==> src/design/wcg_pkg.sv <==
package wcg_pkg;

  // field widths
  localparam int unsigned IDX_W   = 12;
  localparam int unsigned SIZE_W  = 13;
  localparam int unsigned COEF_W  = 16;
  localparam int unsigned PHASE_W = 24;
  localparam int unsigned CFG_W   = 13;

  // divider: one quotient bit per cell, quotient may reach 2^24
  localparam int unsigned DIV_STEPS = PHASE_W + 1;

  // nested Taylor forms
  localparam int unsigned NEST_STEPS = 6;
  localparam int unsigned CELL_LAT   = 3;
  localparam int unsigned NEST_LAT   = NEST_STEPS * CELL_LAT;
  localparam int unsigned SIN_DIVS [NEST_STEPS] = '{156, 110, 72, 42, 20, 6};
  localparam int unsigned COS_DIVS [NEST_STEPS] = '{132, 90, 56, 30, 12, 2};

  // Q30 constants
  localparam logic [30:0] ONE_Q30     = 31'h4000_0000;
  localparam logic [30:0] HALF_PI_Q30 = 31'd1686629713;
  localparam logic signed [63:0] K054 = 64'sd579820585;
  localparam logic signed [63:0] K046 = 64'sd493921239;
  localparam logic signed [63:0] K042 = 64'sd450971566;
  localparam logic signed [63:0] K008 = 64'sd85899346;

  localparam logic [COEF_W-1:0] COEF_ONE = 16'd32768;

  typedef enum logic [1:0] {
    WIN_BARTLETT = 2'd0,
    WIN_HANN     = 2'd1,
    WIN_HAMMING  = 2'd2,
    WIN_BLACKMAN = 2'd3
  } win_t;

  typedef enum logic [1:0] {
    REG_TYPE = 2'd0,
    REG_SYM  = 2'd1,
    REG_SIZE = 2'd2
  } reg_idx_t;

  // how a word is finished
  typedef enum logic [1:0] {
    KIND_NORMAL = 2'd0,
    KIND_RANGE  = 2'd1,
    KIND_UNIT   = 2'd2
  } kind_t;

  // side data that rides along the cosine cells
  typedef struct packed {
    logic [30:0]       th;
    logic [30:0]       th2;
    logic [1:0]        quad;
    logic [1:0]        quad2;
    logic [COEF_W-1:0] bart;
    kind_t             kind;
  } nest_side_t;

endpackage

==> src/design/wcg_nest_cell.sv <==
module wcg_nest_cell
  import wcg_pkg::*;
#(
  parameter int unsigned DIV = 2
) (
  input  logic        clk,
  input  logic        en,
  input  logic [31:0] x2_in,
  input  logic [30:0] t_in,
  output logic [31:0] x2_out,
  output logic [30:0] t_out
);

  localparam logic [31:0] RECIP = 32'(64'h1_0000_0000 / 64'(DIV));

  logic [62:0] prod_a;
  logic [63:0] prod_b;
  logic [31:0] m_a, m_b, q0_b, x2_a, x2_b;
  logic [39:0] rem_c;
  logic [32:0] q_c;
  logic signed [34:0] v_c;

  // stage 1: x2 * t, back to Q30
  assign prod_a = 63'(x2_in) * 63'(t_in);

  // stage 2: quotient estimate by reciprocal, low by at most one
  assign prod_b = 64'(m_a) * 64'(RECIP);

  // stage 3: correct, subtract from one, clamp to [0,1]
  assign rem_c = 40'(m_b) - 40'(q0_b) * 40'(DIV);
  assign q_c   = 33'(q0_b) + 33'(rem_c >= 40'(DIV));
  assign v_c   = $signed(35'(ONE_Q30)) - $signed({2'b00, q_c});

  always_ff @(posedge clk) begin
    if (en) begin
      m_a    <= prod_a[61:30];
      x2_a   <= x2_in;
      q0_b   <= prod_b[63:32];
      m_b    <= m_a;
      x2_b   <= x2_a;
      t_out  <= v_c[34] ? '0 : v_c[30:0];
      x2_out <= x2_b;
    end
  end

endmodule

==> config.mk <==
export PLATFORM = sky130hd
export DESIGN_NAME = wcg_nest_cell
export DESIGN_NICKNAME = d
export VERILOG_FILES = /design/src/design/wcg_pkg.sv /design/src/design/wcg_nest_cell.sv
export SDC_FILE = /design/constraint.sdc
export NUM_CORES = 2
export LEC_CHECK = 0
export BUFFER_PORTS_ARGS = -buffer_cell sky130_fd_sc_hd__buf_2
export CORE_ASPECT_RATIO = 0.6
export CORE_MARGIN = 2
export CORE_UTILIZATION = 45
export DETAILED_ROUTE_END_ITERATION = 8
export GPL_TIMING_DRIVEN = 1
export PLACE_DENSITY = 0.62
export SLEW_MARGIN = 20
export SYNTH_ARGS = -nofsm -noshare
export SYNTH_HDL_FRONTEND = slang
export SYNTH_SLANG_ARGS = --single-unit
==> constraint.sdc <==
create_clock -name clk -period 10.34 [get_ports clk]
set_input_delay 1.034 -clock clk [delete_from_list [all_inputs] [get_ports clk]]
set_output_delay 1.034 -clock clk [all_outputs]
set_load 0.02 [all_outputs]
== Word level (Yosys, flattened, before mapping) ==
Index checks and enable logic that the tools add are counted.
Word-level totals
  input bits: 65
  output and inout port bits: 63
  register bits: 222
  logic and storage cells: 12
Cells by class
  order comparisons: 1
  multipliers: 1
  $add $sub $neg: 3
Operators by type and width (number)
  $mul A32 B31 Y62: 1
  $ge A40 B2 Y1 const B: 1
  $sub A31 B32 Y33 const A: 1
  $sub A32 B32 Y33: 1
  $add A31 B1 Y32: 1

== Logic depth before layout (Yosys ltp) ==
  depth after elaboration: 4
  depth in mapped cells: 29
  depth with buffers taken out: 28

== Worst setup path before layout ==
OpenSTA, ideal clock, no wires.
  kind: input -> register
  start: input port x2_in[13]
  end: register m_a[12], data pin
  stages: 26
  data required time: 10080 ps
  slack: 2609 ps
  data arrival time: 7472 ps
  buffers on the path: 1
  setup time: 260 ps
  cells stage by stage: clkbuf_1 and2_1 fa_1 fa_1 fa_1 inv_1 fa_1 inv_1 fa_1 inv_1 fa_1 inv_1 fa_1 inv_1 fa_1 inv_1 ha_1 and3_1 nand2_1 nor2_1 a21oi_1 o41ai_2 a31oi_1 o21ai_0 a21oi_1 xnor2_1
On the way
  word-level cells in the longest chain between the ends: 1
RTL lines
  start, declared: line wcg_nest_cell.sv:8  | input logic [31:0] x2_in,
  $mul A32 B31 Y62: line wcg_nest_cell.sv:24  | assign prod_a = 63'(x2_in) * 63'(t_in);
  via prod_a[42]: line wcg_nest_cell.sv:16  | logic [62:0] prod_a;
  end signal, assigned: line wcg_nest_cell.sv:36  | m_a <= prod_a[61:30];
  end, declared: line wcg_nest_cell.sv:18  | logic [31:0] m_a, m_b, q0_b, x2_a, x2_b;
The timed path passes the listed nets, and every way through them passes these cells.
A chain may end at the register's enable or synchronous reset.

== Worst setup path after layout ==
  start: input port t_in[9]
  end: register m_a[17], data pin
On the way
  word-level cells in the longest chain between the ends: 1
RTL lines
  start, declared: line wcg_nest_cell.sv:9  | input logic [30:0] t_in,
  $mul A32 B31 Y62: line wcg_nest_cell.sv:24
  via prod_a[47]: line wcg_nest_cell.sv:16
The timed path passes the listed nets, and every way through them passes these cells.

==> results.md <==
* CTS Hold Buffers Added at 0
* Synth warnings at 0
* Critical Path Source Type: input port
* Syn_nets at 5090
* Antenna violations before repair at 5
* Post-route antenna net violation count at 0
* Synth top area cells: fa_1, edfxtp_1, ha_1
* Clock Path Buffers at 2
* Hold Fails Final Rpt at 0
* Fin area at 40700 um^2
* Root Buffer: clkbuf_16
* Setup violators final at 0
* # rows at a little over 80
* Worst path bufs/invs at 4
* Syn_area_per_cell at 9.93 um^2
* Ys flop type: edfxtp_1
* Sequential element share of the synthesized area at approximately 15%
* DR iter-0 viols at ~2400
* Horiz. Die Dim at 382 um
* Port Buffer Count at ~130
* Setup TNS at 0 ps
* Synth top area share at 44.9%
* Post-CTS Resized at 0
* Crit-path most repeated cell: fa_1
* Delay-heaviest family, CP: adder cells
* Synth Register Bits at around 190
* RSZ-0062 raised after global routing: no
* Crit-path max FO at 20
* Worst Hold Slack at 412 ps
* Cell taking the most area after synthesis: fa_1
* Synth unique cells at approximately 60
* Final worst-path cycle share at between 80% and 90%
* Fmax achieved at 0.116 GHz
* Hold Crit Class: reg -> reg
* Ys async rst share at 0%
* Fin. max-slew vios at 0
* Fillers at ~8000
* GPL Wtd Cong at between 0.9 and 1
* Crit path arrival time at between 8000 and 9000 ps
* Clock Skew at roughly 34 ps
* Core Region at ~85000 um^2
* Slew @ Worst Pin at 960 ps
* # Post-CTS Setup Buffers at 0
* IO Count at ~130
* Maxcap violations at 0
* Detailed placement HPWL at between 80000 and 90000 um
* Rel. slew slack at about 36%
* Total iterations of the first detailed-routing run at 5
* Crit-path cells: buf_2, buf_4, and2_1, fa_1, fa_1, inv_1, fa_1, fa_1, fa_1, inv_1, fa_1, fa_1, fa_1, ha_1, a21oi_1, o21a_1, o21ai_0, a311oi_1, o21ai_0, o21ai_0, o21ai_0, a31oi_1, o31ai_1, xor2_1
* Post-synth EDFFs at 189
* Via count at around 26000
* Clock Pin Slew Worst Setup and Hold Paths at 90 ps
* Crit. End Element: flop
* Via density at 5.21
* Die ar. at a little under 90000 um^2
* Minimum clock period at between 8000 and 9000 ps
* Clk_lat worst skew at 520 ps
* TritonCTS clock tree: done
* Syn Inst Count at about 3900
* PnR worst setup slack at around 1700 ps
* Gr usage total at roughly a quarter
* Post-Route WL at ~110000 um
* Synthesis-to-finish area growth at 5.64%
* CTS buffer count at 17
* Nets at 5059
* DR DRC count at 0
* Die Ht at 231 um
* Vias in the first global route at 27100
* H-tree levels at 4
* Fraction of layout cells with a size suffix above 1 at 4.99%
* Crit Path Class: in -> reg
* Grt ovf at 0
* Clock sinks at 189
* Placed Instance Area at ~40000 um^2
* Slowest stage delay, CP at approximately 580 ps
* Largest net degree at the start of global routing at between 80 and 90
* Critical-path top delay cell: fa_1
* Synthesized cell area at 38600 um^2
* Initial Util at 45.3%
* First-pass GRT wire length at ~170000 um
* Placement Setup Slack at about 1300 ps
* WL/cell at 21.9 um
* Status: finished, final reports clean
* Req. time, crit path at around 11000 ps
flip-flops by register name (all words and copies together), names as in the netlist:
register and count:
x2_out 32, m_a 31, m_b 31, x2_b 32
x2_a 32, t_out 31
through the flow:
stage	std cells	util, %
after floorplan	3882	-
after global placement	4979	47.1
after detailed placement	4979	47.1
after CTS	5011	47.8
after global routing	5012	47.8
final	5015	47.8
synthesized netlist by cell type, drive strengths merged, types with 5 or more instances:
library cell and instances:
nand2 483, a21o 40, xnor2 44, o21a 9
ha 279, nand3 17, clkbuf 199, xor2 16
o21ai 44, o21bai 9, a21oi 82, and2 549
and3 10, nor2 57, nor3 15, edfxtp 189
nor2b 13, fa 864, a211oi 5, a31oi 12
nand2b 8, inv 867, nand4 19
metal layers:
| metal | wire length (um) | GRT usage, % | part of all wire, % | up-vias |
|---|---|---|---|---|
| met1 | 53500 | 41.9 | 49 | 13400 |
| met2 | 39100 | 31.4 | 36 | 1259 |
| met4 | 813 | 3.08 | 0.74 | 4 |
| met3 | 16500 | 12.6 | 15 | 59 |
| met5 | 27 | 0 | 0.025 | - |
| li1 | - | - | - | 11500 |
layout by cell type (no fill, tap or decap), types with 3 or more instances in the layout:
| master | synthesis | layout |
|---|---|---|
| nor2b_1 | 13 | 13 |
| inv_6 | 0 | 3 |
| and3_1 | 10 | 10 |
| buf_2 | 3 | 126 |
| buf_4 | 0 | 25 |
| o21a_1 | 9 | 9 |
| inv_1 | 867 | 867 |
| edfxtp_1 | 189 | 189 |
| nand2_1 | 483 | 483 |
| a21o_1 | 40 | 40 |
| nand4_1 | 19 | 19 |
| nor3_1 | 15 | 15 |
| nor2_1 | 57 | 57 |
| a21oi_1 | 81 | 80 |
| fa_1 | 864 | 864 |
| a31oi_1 | 12 | 12 |
| a211oi_1 | 4 | 4 |
| inv_12 | 0 | 4 |
| nand3_1 | 17 | 17 |
| o21ai_0 | 43 | 43 |
| and2_1 | 549 | 549 |
| xnor2_1 | 44 | 44 |
| o31ai_1 | 3 | 3 |
| clkinv_8 | 0 | 4 |
| clkbuf_16 | 0 | 17 |
| diode_2 | 0 | 4 |
| o21bai_1 | 9 | 9 |
| nand2b_1 | 8 | 8 |
| a311oi_1 | 3 | 3 |
| ha_1 | 279 | 279 |
| o211ai_1 | 3 | 3 |
| inv_16 | 0 | 3 |
| xor2_1 | 16 | 16 |
worst reg2reg max path, cell delays in order (launching register included):
cell and delay (ps):
edfxtp_1 370, inv_1 80, ha_1 180, inv_1 50
ha_1 190, o21ba_2 210, o21ai_0 260, nand3_1 190
a311oi_1 530, o41ai_1 210, o21ba_2 250, nor3_1 280
o21ai_0 140, a21boi_0 220, nor3_1 100
path summary, 6_finish.rpt:
kind                                   end      from  slack, ps  cells past startpoint
worst max-delay path               m_a[17]   t_in[9]       1690                     24
worst min-delay path            x2_out[21]  x2_b[21]        410                      0
worst max register to register   t_out[29]    m_b[1]       6810                     14
worst min register to register  x2_out[21]  x2_b[21]        410                      0
layout make-up:
type,count,area [um^2],share of cell area [%]
multi-input cells,2624,28900,70.9
well taps,1147,1440,3.52
clock inverters,15,228,0.559
inverters,867,3250,7.99
flip-flops and latches,189,5680,13.9
repair buffers,152,833,2.05
diodes,4,10.0,0.0246
clock buffers,17,425,1.04
cells by family after synthesis:
family                     share of synthesized area [%]
and+or+nand+nor                                     15.6
adders and majority gates                           53.9
buffers and inverters                               10.4
AOI/OAI and AO/OA                                   3.98
DFF                                                 14.7
xor gates and xnor gates                            1.36
Power is not shown: default switching activity piles up to over one toggle a cycle in this logic, so the estimate is an artifact.
