**src/design/wcg_pkg.sv**
```systemverilog
package wcg_pkg;

  // field widths
  localparam int unsigned IDX_W   = 12;
  localparam int unsigned SIZE_W  = 13;
  localparam int unsigned COEF_W  = 16;
  localparam int unsigned PHASE_W = 24;
  localparam int unsigned CFG_W   = 13;

  // divider: one quotient bit per cell, quotient may reach 2^24
  localparam int unsigned DIV_STEPS = PHASE_W + 1;

  // nested Taylor forms
  localparam int unsigned NEST_STEPS = 6;
  localparam int unsigned CELL_LAT   = 3;
  localparam int unsigned NEST_LAT   = NEST_STEPS * CELL_LAT;
  localparam int unsigned SIN_DIVS [NEST_STEPS] = '{156, 110, 72, 42, 20, 6};
  localparam int unsigned COS_DIVS [NEST_STEPS] = '{132, 90, 56, 30, 12, 2};

  // Q30 constants
  localparam logic [30:0] ONE_Q30     = 31'h4000_0000;
  localparam logic [30:0] HALF_PI_Q30 = 31'd1686629713;
  localparam logic signed [63:0] K054 = 64'sd579820585;
  localparam logic signed [63:0] K046 = 64'sd493921239;
  localparam logic signed [63:0] K042 = 64'sd450971566;
  localparam logic signed [63:0] K008 = 64'sd85899346;

  localparam logic [COEF_W-1:0] COEF_ONE = 16'd32768;

  typedef enum logic [1:0] {
    WIN_BARTLETT = 2'd0,
    WIN_HANN     = 2'd1,
    WIN_HAMMING  = 2'd2,
    WIN_BLACKMAN = 2'd3
  } win_t;

  typedef enum logic [1:0] {
    REG_TYPE = 2'd0,
    REG_SYM  = 2'd1,
    REG_SIZE = 2'd2
  } reg_idx_t;

  // how a word is finished
  typedef enum logic [1:0] {
    KIND_NORMAL = 2'd0,
    KIND_RANGE  = 2'd1,
    KIND_UNIT   = 2'd2
  } kind_t;

  // side data that rides along the cosine cells
  typedef struct packed {
    logic [30:0]       th;
    logic [30:0]       th2;
    logic [1:0]        quad;
    logic [1:0]        quad2;
    logic [COEF_W-1:0] bart;
    kind_t             kind;
  } nest_side_t;

endpackage

```
**src/design/wcg_div_cell.sv**
```systemverilog
module wcg_div_cell
  import wcg_pkg::*;
(
  input  logic                  clk,
  input  logic                  en,
  input  logic [SIZE_W-1:0]     den,
  input  logic [SIZE_W-1:0]     rem_in,
  input  logic [DIV_STEPS-1:0]  w_in,
  output logic [SIZE_W-1:0]     rem,
  output logic [DIV_STEPS-1:0]  w
);

  logic [SIZE_W:0] rem_sh;
  logic            ge;

  // one restoring step: numerator bit leaves the top of w into the remainder, quotient bit enters at the bottom
  assign rem_sh = {rem_in, w_in[DIV_STEPS-1]};
  assign ge     = rem_sh >= {1'b0, den};

  always_ff @(posedge clk) begin
    if (en) begin
      rem <= ge ? SIZE_W'(rem_sh - {1'b0, den}) : rem_sh[SIZE_W-1:0];
      w   <= {w_in[DIV_STEPS-2:0], ge};
    end
  end

endmodule

```
**config.mk**
```make
export PLATFORM = sky130hd
export DESIGN_NAME = wcg_div_cell
export DESIGN_NICKNAME = d
export VERILOG_FILES = /design/src/design/wcg_pkg.sv /design/src/design/wcg_div_cell.sv
export SDC_FILE = /design/constraint.sdc
export NUM_CORES = 1
export LEC_CHECK = 0
export BUFFER_PORTS_ARGS = -buffer_cell sky130_fd_sc_hd__buf_2
export CELL_PAD_IN_SITES_DETAIL_PLACEMENT = 0
export CELL_PAD_IN_SITES_GLOBAL_PLACEMENT = 1
export CORE_UTILIZATION = 36
export DETAILED_ROUTE_END_ITERATION = 8
export GPL_TIMING_DRIVEN = 0
export PLACE_DENSITY = 0.87
export SYNTH_ARGS = -nofsm -noshare
export SYNTH_HDL_FRONTEND = slang
export SYNTH_SLANG_ARGS = --single-unit
```
**constraint.sdc**
```tcl
create_clock -name clk -period 3.11 [get_ports clk]
set_input_delay 0.4665 -clock clk [delete_from_list [all_inputs] [get_ports clk]]
set_output_delay 0.4665 -clock clk [all_outputs]
set_load 0.05 [all_outputs]
```
; ---- Yosys cells after proc, flatten, opt, wreduce, memory -nomap -nowiden
; Index checks and enable logic that the tools add are counted.
[totals]
reg_bits = 38
[op_classes]
addsub = 1
magnitude_cmp = 1
mux = 1
[ops]
columns = cell, n
row1 = $ge A14 B13 Y1, 1
row2 = $mux W13, 1
row3 = $sub A13 B13 Y13, 1

; ---- Logic depth before layout (Yosys ltp)
; Gate-level depths: netlist (run 1).
[logic_depth]
word_depth = 2
ltp_mapped = 10
depth_no_buf = 9

; ---- Worst setup path after synthesis (run 1)
; OpenSTA, ideal clock, no wires.
[synth_path]
path_kind = in2reg
startpoint = input w_in[24]
endpoint = register rem[10] (data pin)
setup_ns = 0.260
arrival_time_ns = 2.312
t_required_ns = 2.850
slack_ns = 0.537
stages = 10
path_cell_list = inv_1 ha_1 fa_1 nand2b_1 a21oi_2 o21ai_2 a211oi_2 o32a_2 buf_12 mux2_4
[synth_via]
elab_chain_len = 2
elab_cells_between_ends = 3
[synth_rtl]
columns = element, line
row1 = "start, declared", wcg_div_cell.sv:8  ; input logic [DIV_STEPS-1:0] w_in,
row2 = $ge A14 B13 Y1, wcg_div_cell.sv:18  ; assign ge = rem_sh >= {1'b0, den};
row3 = named net ge, wcg_div_cell.sv:14  ; logic ge;
row4 = $mux W13, wcg_div_cell.sv:22  ; rem <= ge ? SIZE_W'(rem_sh - {1'b0, den}) : rem_sh[SIZE_W-1:0];
row5 = "end signal, assigned", wcg_div_cell.sv:22
row6 = "end, declared", wcg_div_cell.sv:9  ; output logic [SIZE_W-1:0] rem,
; The timed path passes the listed nets, and every way through them passes these cells.
; A chain may end at the register's enable or synchronous reset.

; ---- Final worst setup path (run 1)
[layout_path]
startpoint = input w_in[24]
endpoint = register rem[8] (data pin)
; Same word-level chain as after synthesis.

==> summary.md, run 1 <==
| Metric | Value |
|---|---|
| Mapped Area | 0.00199 mm2 |
| Final setup fails | 0 |
| Post-CTS setup buffers | 0 |
| Port bufs | 90 |
| Syn_area_per_cell | 13.6 um2 |
| Final non-filler cell total | 314 |
| Synth Register Bits | 38 |
| Clk sinks | 38 |
| Initial Utilization | 38.2% |
| Crit path largest cell delay | 0.39 ns |
| Critical path required time | 3.14 ns |
| Layout cells sized above 1 | 46.7% |
| Highest clock rate | 392 MHz |
| Core area | 0.00520 mm2 |
| Worst-Margin Slew | 0.832 ns |
| Antenna Cells | 0 |
| Area Growth Syn to Fin | 33.7% |
| Worst EP arrival | 2.58 ns |
| Die height | 76.4 um |
| # nets final | 310 |
| Post-synth EDFFs | 38 |
| RSZ-0062 raised after global routing | no |
| Max Cap Viol | 0 |
| DR vias | 1453 |
| Library cells used by synthesis | 40 |
| Pleak | 1.23 nW |
| Post_cts resized | 0 |
| Area share of the leading cell type in the synthesized netlist | 57.3% |
| Slew margin rel. | 44.5% |
| Pins Over Slew Limit | 0 |
| CP Capture Type | register |
| Dpl hpwl | 3010 um |
| Synth warnings | 0 |
| Clock Tree Root | clkbuf_8 |
| Largest cells by area after synthesis | edfxtp_1 (57%), ha_1 (8.2%), mux2_4 (5.3%) |
| Final Core Density | 51.1% |
| # rows | 26 |
| CP max-delay cell | fa_1 |
| Inst Count DP | 306 |
| DR pass1 iterations | 4 |
| TritonCTS clock tree | yes |
| H-tree Lvls | 2 |
| Die span in x | 76.4 um |
| Ys flop type | edfxtp_1 |
| Worst vdd ir | 0.293 mV |
| Hold_sp | w_in[13] |
| Routability congestion estimate | 0.773 |
| Count of hold-fix buffers inserted at cts | 0 |
| Hold worst-path end | w[14] |
| # IOs | 91 |
| # fillers | 481 |
| WHS | 0.347 ns |
| Total Neg Setup Slack | 0 ns |
| Pwr per Cell Area | 606 mW/mm2 |
| CP startpoint kind | input pin |
| DRC Markers | 0 |
| Antenna Nets Post-Route | 0 |
| Final hold viol count | 0 |
| Sequential area share after synthesis | 57.3% |
| Die ar. | 0.00583 mm2 |
| Post-DR wirelength/cell | 12.3 um |
| Synth top cells by count | edfxtp_1 (38), inv_1 (15), ha_1 (13) |
| Hold depth | 1 |
| Vias in the first global route | 1365 |
| Clock transition at path regs | 0.08 ns |
| CTS Buffer Depth | 2 |
| CP cell instances | buf_2 > inv_1 > ha_1 > fa_1 > nand2b_1 > a21oi_2 > o21ai_2 > a211oi_2 > o32a_2 > buf_12 > mux2_4 |
| Crit-path max FO | 10 |
| GR Overflow Total | 0 |
| Critical path class | in2reg |
| Initial DRC Count | 62 |
| Final Cycle Share | 82.0% |
| Total power | 1.61 mW |
| Mapped Nets | 213 |
| Initial antenna violation count | 0 |
| Num CTS Buffers | 5 |
| Final min period | 2.55 ns |
| Final WL | 3850 um |
| Ys async rst share | 0% |
| First-pass GRT wire length | 6270 um |
| Most common cell in the netlist | edfxtp_1 |
| Worst hold path class | in2reg |
| GRT Overall Usage | 13.9% |
| Area leader, netlist | edfxtp_1 |
| Status | completed |
| Mapped Cells | 146 |
| Vias per Instance | 4.63 |
| Largest net degree at the start of global routing | 39 |
## critical path, delay by kind of cell
| kind | cells | cell delay [ns] |
|---|---|---|
| mux | 1 | 0.30 |
| fa+ha+maj | 2 | 0.59 |
| simple gates | 1 | 0.19 |
| compound gates | 4 | 0.74 |
| buf+inv | 3 | 0.28 |
## sequential cells by signal (all words and copies together), names as in the netlist
register,count
rem,13
w,25
## stage by stage
stage | setup slack, ns | cell area [um2]
after global routing | 0.420 | 2660
after floorplan | 0.537 | 1990
final | 0.561 | 2660
after CTS | 0.538 | 2660
after detailed placement | 0.242 | 2530
after global placement | 0.257 | 2530
## cell usage in the layout, fill, tap and decap left out, types with 2 or more instances in the layout
master      n
a211oi_1    2
nor2_1      8
bufinv_16   2
clkbuf_8    5
nand2b_1    3
mux2_4      7
o21ai_0     4
a21o_1      2
nand2_1     4
xnor2_1     4
nor3_1      2
nor2b_1     2
buf_2      90
a21oi_1     8
xor2_1      5
inv_1      15
mux2i_1     2
nand3_1     2
mux2_2      3
edfxtp_1   38
ha_1       13
## layout make-up
cell class	instances	area, um2	share of cell area (%)
tap	70	87.6	3.29
clock buffer	5	68.8	2.59
clock inverter	3	63.8	2.40
buffer	1	20.0	0.752
inverter	15	56.3	2.12
timing repair buffer	90	450	16.9
multi-input combinational	92	773	29.1
sequential	38	1140	42.9
## layer usage
metal  track usage, %  vias to the layer above  part of all wire, %
li1                 -                      730                    -
met1             18.8                      641                   48
met2             20.8                       75                   42
met3             4.31                        7                  8.6
met4             5.19                        0                  1.5
met5                0                        -                    0
## cells by family after synthesis
logic type / synth area share, %
DFF: 57.3
and+or+nand+nor: 8.30
AOI/OAI and AO/OA: 8.86
buffers and inverters: 3.83
adders and majority gates: 9.18
muxes: 8.55
xor gates and xnor gates: 3.96
## power breakdown
group | total, mW | internal [mW] | switching [mW]
combinational | 0.482 | 0.163 | 0.319
sequential | 0.643 | 0.632 | 0.0111
clock | 0.488 | 0.317 | 0.171
total | 1.61 | 1.11 | 0.501
## worst max-delay path by stage
stage                         from       to  slack [ns]  depth (start not counted)
after floorplan           w_in[24]  rem[10]        0.54                         10
after global placement      den[0]  rem[10]        0.26                         10
after detailed placement  w_in[24]   rem[8]        0.24                         11
after CTS                 w_in[24]   rem[8]        0.54                         11
after global routing      w_in[24]   rem[7]        0.42                         11
final                     w_in[24]   rem[8]        0.56                         11
(Power assumes the default switching activity.)
==> run 2: changes to the inputs <==
--- a/config.mk
+++ b/config.mk
@@ -5,6 +5,7 @@
 export SDC_FILE = /design/constraint.sdc
 export NUM_CORES = 1
 export LEC_CHECK = 0
+export ABC_AREA = 1
 export BUFFER_PORTS_ARGS = -buffer_cell sky130_fd_sc_hd__buf_2
 export CELL_PAD_IN_SITES_DETAIL_PLACEMENT = 0
 export CELL_PAD_IN_SITES_GLOBAL_PLACEMENT = 1
==> constraint.sdc (replaced) <==
create_clock -name clk -period 2.6 [get_ports clk]
set_input_delay 0.39 -clock clk [delete_from_list [all_inputs] [get_ports clk]]
set_output_delay 0.39 -clock clk [all_outputs]
set_load 0.05 [all_outputs]
==> run 2 against run 1 <==
  * Power increased by 21%
  * Setup slack better by 0.16 ns
  * Largest cell class unchanged
  * First-iteration DRC count up 39%
==> summary.md, run 2 <==
| Metric | Value |
|---|---|
| Status | completed |
| Mapped Area | 0.00234 mm2 |
| Largest family of logic cells by synthesized area | simple AND/OR/NAND/NOR gates |
| Inst Count DP | 415 |
| Final setup fails | 0 |
| Highest clock rate | 533 MHz |
| Worst EP arrival | 1.91 ns |
| Die ar. | 0.00682 mm2 |
| # IOs | 91 |
| TritonCTS clock tree | yes |
| DRC Markers | 0 |
| Post-Synth Adder-Cell Area | 7.82% |
| Slew margin rel. | 44.3% |
| Total Neg Setup Slack | 0 ns |
| Psw | 651 uW |
| Max Cap Viol | 0 |
| Vias in the first global route | 1799 |
| Area leader, netlist | edfxtp_1 |
| Post-DR wirelength/cell | 11.6 um |
| Num CTS Buffers | 5 |
| Most common cell in the netlist | nand2_1 |
| Worst hold path class | in2reg |
| Pins Over Slew Limit | 0 |
| Area Growth Syn to Fin | 29.0% |
| Synth Register Bits | 38 |
| Worst-Margin Slew | 0.835 ns |
| Mapped Cells | 250 |
| Area share of the leading cell type in the synthesized netlist | 48.8% |
| Clk sinks | 38 |
| Vias per Instance | 4.46 |
| P_int | 1.31 mW |
| Final non-filler cell total | 423 |
| DR pass1 iterations | 5 |
| Most frequent cells in the layout | buf_2 (90), nand2_1 (68), inv_1 (51) |
| Final min period | 1.88 ns |
| Largest cells by area after synthesis | edfxtp_1 (49%), nand2_1 (11%), inv_1 (8.2%) |
| Port bufs | 90 |
| Power share of the combinational group | 31.0% |
| Top reg by flops | w |
| RSZ-0062 raised after global routing | no |
| Die height | 82.6 um |
| Synth top cells by count | nand2_1 (68), inv_1 (51), edfxtp_1 (38) |
| CP Capture Type | register |
| # fillers | 590 |
| Crit path buffers/inverters | 5 |
| Sw Ratio | 33.3% |
| Mux cell area share after synthesis | 0% |
| Reg power frac | 39.1% |
| CP Depth | 12 |
| Count of hold-fix buffers inserted at cts | 0 |
| Critical path required time | 2.63 ns |
| Initial DRC Count | 86 |
| Clock Tree Root | clkbuf_8 |
| Initial antenna violation count | 0 |
| Final hold viol count | 0 |
| First-pass GRT wire length | 7820 um |
| Critical path class | in2reg |
| # rows | 28 |
| Setup crit end | rem[5] |
| Compound-Gate Fraction of Synth Area | 4.18% |
| Dpl hpwl | 3890 um |
| Post_cts resized | 0 |
| Synth warnings | 0 |
| GRT Overall Usage | 15.2% |
| Post-synth EDFFs | 38 |
| Ys flop type | edfxtp_1 |
| Worst setup path startpoint | den[10] |
| Post-CTS setup buffers | 0 |
| Worst vdd ir | 0.388 mV |
| Layout cells sized above 1 | 39.4% |
| CP max-delay cell | ha_1 |
| Commonest non-fill, non-tap cell in the layout | buf_2 |
| Largest net degree at the start of global routing | 39 |
| Cell mode on critical path | nand2_1 |
| Pleak | 1.58 nW |
| Die span in x | 82.6 um |
| CP cell instances | buf_2 > inv_1 > ha_1 > nand2_1 > inv_2 > nand2_2 > inv_2 > a21oi_4 > nand3_4 > buf_12 > nand2_1 > nand2_1 |
| Sequential area share after synthesis | 48.8% |
| Antenna Nets Post-Route | 0 |
| Registers with the most flip-flops | w: 25 flops, rem: 13 flops |
| Pwr per Cell Area | 650 mW/mm2 |
| Antenna Cells | 0 |
| Clock transition at path regs | 0.07 ns |
| Final Cycle Share | 72.2% |
| Final WL | 4920 um |
| Routability congestion estimate | 0.845 |
| # nets final | 414 |
| CP top delay family | simple AND/OR/NAND/NOR gates |
| Largest register FFs | 25 |
| Simple-gate share of the synthesized area | 25.9% |
| Ys async rst share | 0% |
| DR vias | 1886 |
| CTS Buffer Depth | 2 |
| Core area | 0.00610 mm2 |
| Mapped Nets | 317 |
| Library cells used by synthesis | 23 |
| H-tree Lvls | 2 |
| Crit path largest cell delay | 0.35 ns |
| Fin worst setup slack | 0.724 ns |
| Crit-path max FO | 10 |
| GR Overflow Total | 0 |
| CP startpoint kind | input pin |
| Xor and xnor area share after synthesis | 2.25% |
| Syn_area_per_cell | 9.34 um2 |
| Initial Utilization | 38.3% |
| Clock Power Share | 29.9% |
| Dpl ws | 0.424 ns |
==> run 2: changes by cell type after synthesis, sizes merged, moves of 3 or more <==
cell | previous run | this run
nand2b | 3 | 0
nor2 | 8 | 11
nand3 | 2 | 18
xnor2 | 4 | 1
a211oi | 3 | 0
nand2 | 4 | 80
a21oi | 9 | 5
nand4 | 1 | 11
inv | 15 | 57
mux2 | 11 | 0
==> run 2: how the worst min path moves through the flow <==
stage,from,endpoint,slack [ns],cells past startpoint
after floorplan,w_in[9],w[10],0.49,0
after global placement,w_in[9],w[10],0.57,1
after detailed placement,w_in[11],w[12],0.57,1
after CTS,w_in[16],w[17],0.27,1
after global routing,w_in[21],w[22],0.26,1
final,w_in[12],w[13],0.28,1
==> run 2: metrics by stage <==
step | instance area (um2) | power, mW | hold WS, ns | utilization [%]
floorplan | 2340 | 1.24 | 0.489 | -
detailed placement | 2880 | 1.39 | 0.568 | 47.2
global route | 3010 | 2.07 | 0.262 | 49.4
global placement | 2880 | 1.38 | 0.566 | 47.2
CTS | 3010 | 1.98 | 0.269 | 49.4
finish | 3010 | 1.96 | 0.280 | 49.4
==> run 2: final cells by class <==
cell class	instances	area, um2	share of cell area (%)
buffer	3	42.5	1.41
timing repair buffer	90	450	15.0
clock inverter	3	63.8	2.12
inverter	57	214	7.10
tap	75	93.8	3.11
sequential	38	1140	37.9
clock buffer	5	68.8	2.28
multi-input combinational	152	938	31.1
==> run 2: power by group through the flow <==
stage | logic (mW) | clock network [mW] | registers (mW)
3_3_place_gp | 0.604 | 0 | 0.777
2_1_floorplan | 0.233 | 0 | 1.01
6_report | 0.608 | 0.585 | 0.765
5_1_grt | 0.665 | 0.630 | 0.773
4_1_cts | 0.613 | 0.600 | 0.766
3_5_place_dp | 0.612 | 0 | 0.779
==> run 2: kinds of logic after synthesis <==
group,after synthesis
adder cells (fa/ha/maj),14
flip-flops,38
AND/OR/NAND/NOR,120
XOR/XNOR,6
AO/OA/AOI/OAI,12
buffers and inverters,60
==> run 2: metal layers <==
layer  global-route usage (%)  wire [um]
met1                     18.1       2120
met2                     27.4       2340
met3                     3.19        393
met5                        0          0
met4                     4.66         63
